File: src/hw/rtl/ksrt_pkg.sv
// Package for the shape record table: sizes, status and operation codes, record and item types.
// No dependencies.
package ksrt_pkg;
    localparam int CAPACITY = 64;
    localparam int SLOT_W   = $clog2(CAPACITY);
    localparam int CNT_W    = $clog2(CAPACITY + 1);

    localparam logic [1:0] OP_ADD    = 2'd0;
    localparam logic [1:0] OP_READ   = 2'd1;
    localparam logic [1:0] OP_REMOVE = 2'd2;
    localparam logic [1:0] OP_RESET  = 2'd3;

    localparam logic [3:0] ST_FOUND      = 4'd0;
    localparam logic [3:0] ST_BAD_KIND   = 4'd1;
    localparam logic [3:0] ST_BAD_OFFSET = 4'd2;
    localparam logic [3:0] ST_BAD_EXTENT = 4'd3;
    localparam logic [3:0] ST_ADDED      = 4'd4;
    localparam logic [3:0] ST_NOT_FOUND  = 4'd5;
    localparam logic [3:0] ST_REMOVED    = 4'd6;
    localparam logic [3:0] ST_RESET      = 4'd7;
    localparam logic [3:0] ST_FULL       = 4'd8;

    localparam logic [2:0] KIND_LIMIT = 3'd5;

    typedef struct packed {
        logic [31:0] id;
        logic [2:0]  kind;
        logic [31:0] off_x;
        logic [31:0] off_y;
        logic [31:0] off_z;
        logic [31:0] ext_x;
        logic [31:0] ext_y;
        logic [31:0] ext_z;
        logic        sensor;
    } t_rec;

    // request item
    typedef struct packed {
        logic [1:0]  kind;
        logic [31:0] shape_id;
        logic [2:0]  shape_kind;
        logic [31:0] offset_x;
        logic [31:0] offset_y;
        logic [31:0] offset_z;
        logic [31:0] extent_x;
        logic [31:0] extent_y;
        logic [31:0] extent_z;
        logic        sensor_flag;
    } t_req_item;

    // result item
    typedef struct packed {
        logic        ok;
        logic [3:0]  status;
        logic [31:0] result_id;
        logic [5:0]  slot_index;
        logic [2:0]  out_kind;
        logic [31:0] out_offset_x;
        logic [31:0] out_offset_y;
        logic [31:0] out_offset_z;
        logic [31:0] out_extent_x;
        logic [31:0] out_extent_y;
        logic [31:0] out_extent_z;
        logic        out_sensor;
    } t_rsp_item;

    // control broadcast to each cell
    typedef struct packed {
        logic              wr;     // append the record at slot wr_slot
        logic              shift;  // cells at or above sh_slot take their upper neighbor
        logic [SLOT_W-1:0] wr_slot;
        logic [SLOT_W-1:0] sh_slot;
    } t_cell_ctl;

    function automatic logic is_finite(input logic [31:0] b);
        return b[30:23] != 8'hFF;
    endfunction

    function automatic logic is_pos(input logic [31:0] b);
        return !b[31] && (b[30:0] != 31'd0);
    endfunction
endpackage

File: src/hw/rtl/ksrt_cell.sv
// One table slot: holds a record, compares its id, shifts down from its upper neighbor.
// Depends on ksrt_pkg.
module ksrt_cell (
    input  logic                      i_clk,
    input  logic [ksrt_pkg::SLOT_W-1:0] i_pos,
    input  ksrt_pkg::t_cell_ctl       i_ctl,
    input  ksrt_pkg::t_rec            i_new,
    input  ksrt_pkg::t_rec            i_up,
    input  logic [31:0]               i_key,
    output ksrt_pkg::t_rec            o_rec,
    output logic                      o_hit
);
    import ksrt_pkg::*;
    t_rec r_rec;

    always_ff @(posedge i_clk) begin
        if (i_ctl.wr && i_ctl.wr_slot == i_pos) begin
            r_rec <= i_new;
        end else if (i_ctl.shift && i_pos >= i_ctl.sh_slot) begin
            r_rec <= i_up;
        end
    end

    assign o_rec = r_rec;
    assign o_hit = (r_rec.id == i_key);
endmodule

File: config.mk
export PLATFORM = sky130hd
export DESIGN_NAME = ksrt_cell
export DESIGN_NICKNAME = d
export VERILOG_FILES = /design/src/hw/rtl/ksrt_pkg.sv /design/src/hw/rtl/ksrt_cell.sv
export SDC_FILE = /design/constraint.sdc
export NUM_CORES = 1
export LEC_CHECK = 0
export BUFFER_PORTS_ARGS = -buffer_cell sky130_fd_sc_hd__buf_2
export CORE_AREA = 2 2 283 285
export CTS_CLUSTER_SIZE = 8
export DETAILED_ROUTE_END_ITERATION = 7
export DIE_AREA = 0 0 285 287
export MAX_ROUTING_LAYER = met4
export PLACE_DENSITY = 0.3
export REMOVE_ABC_BUFFERS = 1
export SKIP_LAST_GASP = 1
export SLEW_MARGIN = 20
export SYNTH_ARGS = -nofsm -noshare
export SYNTH_HDL_FRONTEND = slang
export SYNTH_SLANG_ARGS = --single-unit
File: constraint.sdc
create_clock -name i_clk -period 7.9 [get_ports i_clk]
set_input_delay 0.79 -clock i_clk [delete_from_list [all_inputs] [get_ports i_clk]]
set_output_delay 0.79 -clock i_clk [all_outputs]
set_load 0.1 [all_outputs]
# Yosys cells after proc, flatten, opt, wreduce, memory -nomap -nowiden
# Cells that the tools add are included.
# W data, S select, Z words.
# word_totals
regBits	228
in_bits	509
word_cells	17
out_inout_bits	229
# classes
reduce_logical	3
n_lt_le_gt_ge	1
n_mux	2
eq_ne	2
# ops
cell	n
$mux W228	2
$eq A32 B32 Y1	1
$eq A6 B6 Y1	1
$ge A6 B6 Y1	1
$logic_and A1 B1 Y1	2
$reduce_bool A2 Y1	1

# Longest topological paths before layout
# Gate-level depths: netlist of the first run.
# logic_depth
ltp_word	4
ltp_mapped	6
depth_no_buf	6

# Worst setup path before layout of the first run
# Ideal clock, no wire load.
# synth_path
path_kind	in2reg
startpoint	in i_ctl[10] in the netlist's numbering
endpoint	reg r_rec (netlist bit o_rec[0]), enable pin
setup_ps	588
path_slack_ps	1029
arrival_time_ps	6283
path_stages	5
n_path_buf	2
cell_sequence	xor2_1 nor4_4 buf_4 buf_6 a21o_1
# synth_between
elab_chain_len	3
# synth_lines
element	line	text
start, declared	ksrt_cell.sv:6	input ksrt_pkg::t_cell_ctl i_ctl,
$eq A6 B6 Y1	ksrt_cell.sv:17	if (i_ctl.wr && i_ctl.wr_slot == i_pos) begin
$logic_and A1 B1 Y1	ksrt_cell.sv:17	
$reduce_bool A2 Y1 (no source line)	n/a	
end signal, assigned	ksrt_cell.sv:18	r_rec <= i_new;
end signal, assigned	ksrt_cell.sv:20	r_rec <= i_up;
end, declared	ksrt_cell.sv:14	t_rec r_rec;
# Every way passes these cells.
# A chain may end at the register's enable or synchronous reset.

# Worst setup path in the final report of the first run
# layout_path
startpoint	in i_pos[3] in the netlist's numbering
endpoint	reg r_rec (netlist bit o_rec[65]) (data pin)
# layout_between
elab_chain_len	3
# layout_lines
element	line	text
start, declared	ksrt_cell.sv:5	input logic [ksrt_pkg::SLOT_W-1:0] i_pos,
$eq A6 B6 Y1	ksrt_cell.sv:17	
$logic_and A1 B1 Y1	ksrt_cell.sv:17	
$mux W228	ksrt_cell.sv:17	
# Every way passes these cells.

==> metrics.md, run 1 <==
| Metric | Value |
|---|---|
| Status | finished clean |
| Detailed Routing Iterations Pass 1 | 4 |
| CTS resizes | 0 |
| Post-CTS Setup Inserts | 0 |
| Maximum VDD drop | 173 µV |
| Synth top area cells | edfxtp_1, mux2_2, xor2_1, buf_6, ha_1 |
| All-Layer GR Usage | 0.0999 |
| WL per Instance | between 15 and 20 µm |
| I/O pin cnt | 738 |
| Crit end category | flop |
| H-tree depth | 2 |
| Area Growth Syn to Fin | 56.2% |
| Ys Warns | 0 |
| Final setup violation count | 0 |
| Fraction of layout cells with a size suffix above 1 | 0.767 |
| Maximum clock rate | around 260 MHz |
| Sw frac | 0.401 |
| GRT Residual Overflow | 0 |
| DP HPWL | 33,200 µm |
| Clk network pwr share | 0.326 |
| Final hold vios | 0 |
| Initial Utilization | 0.131 |
| Largest net degree at the start of global routing | approximately 110 |
| Hold Path End | o_rec[187] |
| Sink Count | about 230 |
| Hold crit path type | input pin to flop |
| Synth top area share | 0.667 |
| Global-route wire length before repair | roughly 58,000 µm |
| Vias in the first global route | around 8,700 |
| Clk slew on worst S/H paths | 0.05 ns |
| IO buf count | between 700 and 800 |
| Syn Inst Count | about 550 |
| Core Area | approximately 79,000 µm² |
| Fin area | 16,000 µm² |
| NumNets Final | roughly 1,800 |
| CTS Hold Buffers Added | 0 |
| Internal | approximately 2.6 mW |
| Root cell of the clock tree | clkbuf_16 |
| Required time worst endpoint | ~8 ns |
| Logic pwr share | 0.315 |
| P per Cell Area | between 200 and 300 nW/µm² |
| DRC Markers | 0 |
| Synth cell types | 19 |
| Post-layout util | 0.204 |
| Synth Cell Area | ~10,000 µm² |
| Flip-flop count of the largest register after layout | between 200 and 250 |
| Core Rows | between 100 and 150 |
| Max-cap viol count | 0 |
| Hold depth | 2 |
| Via density per instance | between 3 and 4 |
| Number of DRC markers in iteration 0 | around 180 |
| Period utilization | 0.482 |
| Placer Congestion | 0.985 |
| Antenna violations before repair | 6 |
| Slew @ Worst Pin | ~1 ns |
| Register share of total power | 0.359 |
| Minimum clock period | ~3.8 ns |
| RSZ-0062 raised after global routing | no |
| Die span in x | between 200 and 300 µm |
| Dpl cell area | ~15,000 µm² |
| Die area | slightly above 80,000 µm² |
| Worst Path Max Fanout | 70 |
| Slew headroom | 0.335 |
| Critical path arrival | 4.07 ns |
| Critical path startpoint category | input pin |
| Cell accounting for the most synthesized area | edfxtp_1 |
| Pins Over Slew Limit | 0 |
| Synth cell count leaders | edfxtp_1, mux2_2, xor2_1, buf_6, nor4_1 |
| Num CTS Buffers | 35 |
| Hold Path Origin | i_new[187] |
| Total Wirelength | 42,000 µm |
| Filler Cells Inserted | between 8,000 and 9,000 |
| Via count | 7,777 |
| Synthesized flop and latch total | ~230 |
| P_leak | around 6.6 nW |
| Post-synth ARST share | 0 |
| Total power | between 4 and 5 mW |
| CTS tree | yes |
| Register area share after synthesis | 0.667 |
| NetSw | roughly 1.7 mW |
| Routed Antenna Nets | 0 |
| CTS max path bufs | 3 |
| Syn Area/Cell | 18.6 µm² |
| Setup Crit Path Kind | input pin to flop |
| Number of enable flip-flop cells after synthesis | roughly 230 |
| Main flop type after synthesis | edfxtp_1 |
| DIE HEIGHT | ~290 µm |
critical path, cell delays in order:
cell     delay, ns
buf_2         0.12
xnor2_1       0.14
nand4_1       0.16
nor4_4        0.20
buf_4         0.57
buf_4         0.65
buf_4         0.86
mux2_2        0.42
how the worst max path moves through the flow:
stage,from,to,depth (start not counted)
after floorplan,i_ctl[7],o_rec[0],3
after global placement,i_ctl[8],o_rec[8],8
after detailed placement,i_ctl[6],o_rec[116],8
after CTS,i_pos[3],o_rec[65],8
after global routing,i_ctl[8],o_rec[135],8
final,i_pos[3],o_rec[65],8
final cells by class:
cell class | count | area (µm²) | area share
flip-flops and latches | 228 | 6850 | 0.427
repair buffers | 743 | 3750 | 0.234
multi-input cells | 293 | 3130 | 0.195
well taps | 1050 | 1310 | 0.0820
clock buffers | 43 | 948 | 0.0592
inverters | 6 | 22.5 | 0.00141
diodes | 5 | 12.5 | 0.000781
clock inverters | 3 | 11.3 | 0.000703
cells in the final DEF, fill, tap and decap left out, drive strengths merged:
| cell | synthesis | routed |
|---|---|---|
| a21o | 1 | 1 |
| clkbuf | 0 | 43 |
| inv | 6 | 6 |
| buf | 25 | 743 |
| edfxtp | 228 | 228 |
| o21a | 1 | 1 |
| nor2 | 1 | 1 |
| xor2 | 35 | 35 |
| diode | 0 | 5 |
| a21oi | 2 | 2 |
| nor4 | 9 | 9 |
| nand2b | 1 | 1 |
| a211o | 1 | 1 |
| clkinv | 0 | 3 |
| xnor2 | 3 | 3 |
| ha | 6 | 6 |
| mux2 | 228 | 228 |
| o21ai | 1 | 1 |
| nand4 | 4 | 4 |
power groups by stage:
stage / clock (mW) / sequential [mW] / combinational (mW)
after floorplan: 0 / 2.49 / 0.121
after global placement: 0 / 1.56 / 1.37
after detailed placement: 0 / 1.56 / 1.36
after CTS: 1.47 / 1.53 / 1.36
after global routing: 1.50 / 1.54 / 1.39
final: 1.39 / 1.53 / 1.35
layer usage:
metal,GRT usage,vias up,routed length (µm)
met1,0.0914,3627,13600
met3,0.0352,66,3740
li1,-,3670,-
met4,0.0360,0,1300
met2,0.189,414,23400
met5,-,-,0
metrics by stage:
stage,setup TNS [ns],hold WS [ns],std cells,setup slack [ns]
final,0,0.561,2371,4.10
after floorplan,-1466.89,1.01,527,-5.23
after global routing,0,0.521,2371,3.80
after detailed placement,0,1.09,2320,3.50
after CTS,0,0.506,2366,4.07
after global placement,0,1.09,2320,3.45
logic make-up after synthesis:
logic type,Yosys count,share of synthesized area
XOR/XNOR,38,0.0324
adder cells (fa/ha/maj),6,0.00732
multiplexers,228,0.250
AND/OR/NAND/NOR,15,0.0104
AO/OA/AOI/OAI,6,0.00378
flip-flops,228,0.667
buffers and inverters,31,0.0287
Power figures use the tool's default switching activity.
==> run 2, diff against run 1 <==
==> constraint.sdc (replaced) <==
create_clock -name i_clk -period 3.7 [get_ports i_clk]
set_input_delay 0.37 -clock i_clk [delete_from_list [all_inputs] [get_ports i_clk]]
set_output_delay 0.37 -clock i_clk [all_outputs]
set_load 0.1 [all_outputs]
==> run 2 against run 1 <==
Net effect:
- global-route usage up 0.078 points
- worst hold slack got worse by 0.42 ns
- cell area up 0.34%
- sequential cell count is the same
- clock power grew 100%
- combinational power up 120%
- worst setup slack worse by 3.6 ns
- total power is 110% higher
- final cell count is 0.17% higher
- largest cell class unchanged
==> metrics.md, run 2 (synthesis gave the netlist of run 1 again) <==
| Metric | Value |
|---|---|
| Register share of total power | 0.364 |
| Worst Path Max Fanout | 2 |
| NetSw | 3.62 mW |
| Area Growth Syn to Fin | 56.7% |
| Post-CTS Setup Inserts | 0 |
| DIE HEIGHT | between 200 and 300 µm |
| Initial Utilization | 0.131 |
| Hold_ws | approximately 0.14 ns |
| Die span in x | 285 µm |
| Most frequent cells in the layout | buf_2, mux2_2, edfxtp_1 |
| CTS resizes | 0 |
| Internal | around 5.4 mW |
| Final hold vios | 0 |
| Number of DRC markers in iteration 0 | ~240 |
| Core Area | 78,600 µm² |
| Total Wirelength | between 40,000 and 50,000 µm |
| Global-route wire length before repair | slightly below 60,000 µm |
| CTS Hold Buffers Added | 0 |
| Critical path arrival | ~2.8 ns |
| Via density per instance | about 3.3 |
| Crit end category | output pin |
| Pins Over Slew Limit | 0 |
| WL per Instance | 17.6 µm |
| Period utilization | 0.860 |
| Die area | a little over 80,000 µm² |
| Vias in the first global route | 8,934 |
| Clk slew on worst S/H paths | 0.05 ns |
| Largest net degree at the start of global routing | ~120 |
| Flip-flop count of the largest register after layout | approximately 230 |
| Root cell of the clock tree | clkbuf_16 |
| P_leak | roughly 6.6 nW |
| Post-Place Setup Slack | 0.923 ns |
| I/O pin cnt | 738 |
| Minimum clock period | roughly 3.2 ns |
| P per Cell Area | ~560 nW/µm² |
| Slew @ Worst Pin | between 0.8 and 0.9 ns |
| Num CTS Buffers | 34 |
| H-tree depth | 2 |
| Final worst setup slack | roughly 0.52 ns |
| Sw frac | 0.403 |
| Maximum VDD drop | ~360 µV |
| Antenna violations before repair | 13 |
| Maximum clock rate | roughly 310 MHz |
| Fin area | about 16,000 µm² |
| All-Layer GR Usage | 0.101 |
| NumNets Final | between 1,500 and 2,000 |
| DP HPWL | ~33,000 µm |
| IO buf count | between 700 and 800 |
| Total power | between 8 and 9 mW |
| Required time worst endpoint | about 3.3 ns |
| Logic pwr share | 0.324 |
| Max-cap viol count | 0 |
| Clk network pwr share | 0.313 |
| Setup Crit Path Kind | flop to output pin |
| Hold crit path type | input pin to flop |
| CTS tree | yes |
| Placer Congestion | a little over 0.9 |
| Status | finished clean |
| Final setup violation count | 0 |
| Slew headroom | 0.442 |
| Filler Cells Inserted | about 8,600 |
| Commonest non-fill, non-tap cell in the layout | buf_2 |
| Via count | just under 8,000 |
| Core Rows | between 100 and 150 |
| Critical path startpoint category | flop |
| Routed Antenna Nets | 0 |
| RSZ-0062 raised after global routing | no |
| Dpl cell area | approximately 15,000 µm² |
| Sink Count | between 200 and 250 |
| GRT Residual Overflow | 0 |
| Detailed Routing Iterations Pass 1 | 4 |
| CTS max path bufs | 3 |
| Fraction of layout cells with a size suffix above 1 | 0.771 |
| DRC Markers | 0 |
## run 2: changes by cell type in the layout (fill, tap and decap cells not counted), sizes merged
cell,previous run,this run
clkinv,3,1
diode,5,13
buf,743,746
clkbuf,43,37
inv,6,7
## run 2: metal layers
layer / vias up / global-route usage / wire, µm
met5: - / - / 0
met4: 0 / 0.0416 / 1520
met1: 3658 / 0.0926 / 13700
met2: 415 / 0.190 / 23100
li1: 3677 / - / -
met3: 65 / 0.0333 / 3480
## run 2: worst max-delay path: stages (launching register included)
cell	delay [ns]
edfxtp_1	0.42
xor2_1	0.16
nor4_1	0.62
nand4_1	0.44
nor2_1	0.20
buf_2	0.44
## run 2: final cells by class
cell class	instances	area [µm²]	share of cell area
repair buffers	746	3840	0.239
clock buffers	37	883	0.0549
inverters	6	22.5	0.00140
multi-input cells	293	3130	0.194
flip-flops and latches	228	6850	0.426
clock inverters	2	12.5	0.000778
well taps	1050	1310	0.0817
diodes	13	32.5	0.00202
## run 2: worst paths after layout
check / start / end / slack (ns) / cells after the start
worst max-delay path: o_rec[222] / o_hit / 0.52 / 5
worst min-delay path: i_up[130] / o_rec[130] / 0.14 / 2
## run 2: metrics by stage
step	TNS [ns]	utilization	instances
floorplan	-3190.57	-	527
global placement	0	0.193	2323
detailed placement	0	0.193	2323
CTS	0	0.204	2362
global route	0	0.205	2374
finish	0	0.205	2375
## run 2: power groups by stage
| stage | sequential, mW | clock, mW | combinational, mW |
|---|---|---|---|
| CTS | 3.27 | 2.97 | 2.94 |
| detailed placement | 3.32 | 0 | 2.94 |
| global route | 3.30 | 3.05 | 3.00 |
| finish | 3.27 | 2.81 | 2.91 |
| floorplan | 5.32 | 0 | 0.258 |
| global placement | 3.32 | 0 | 2.95 |
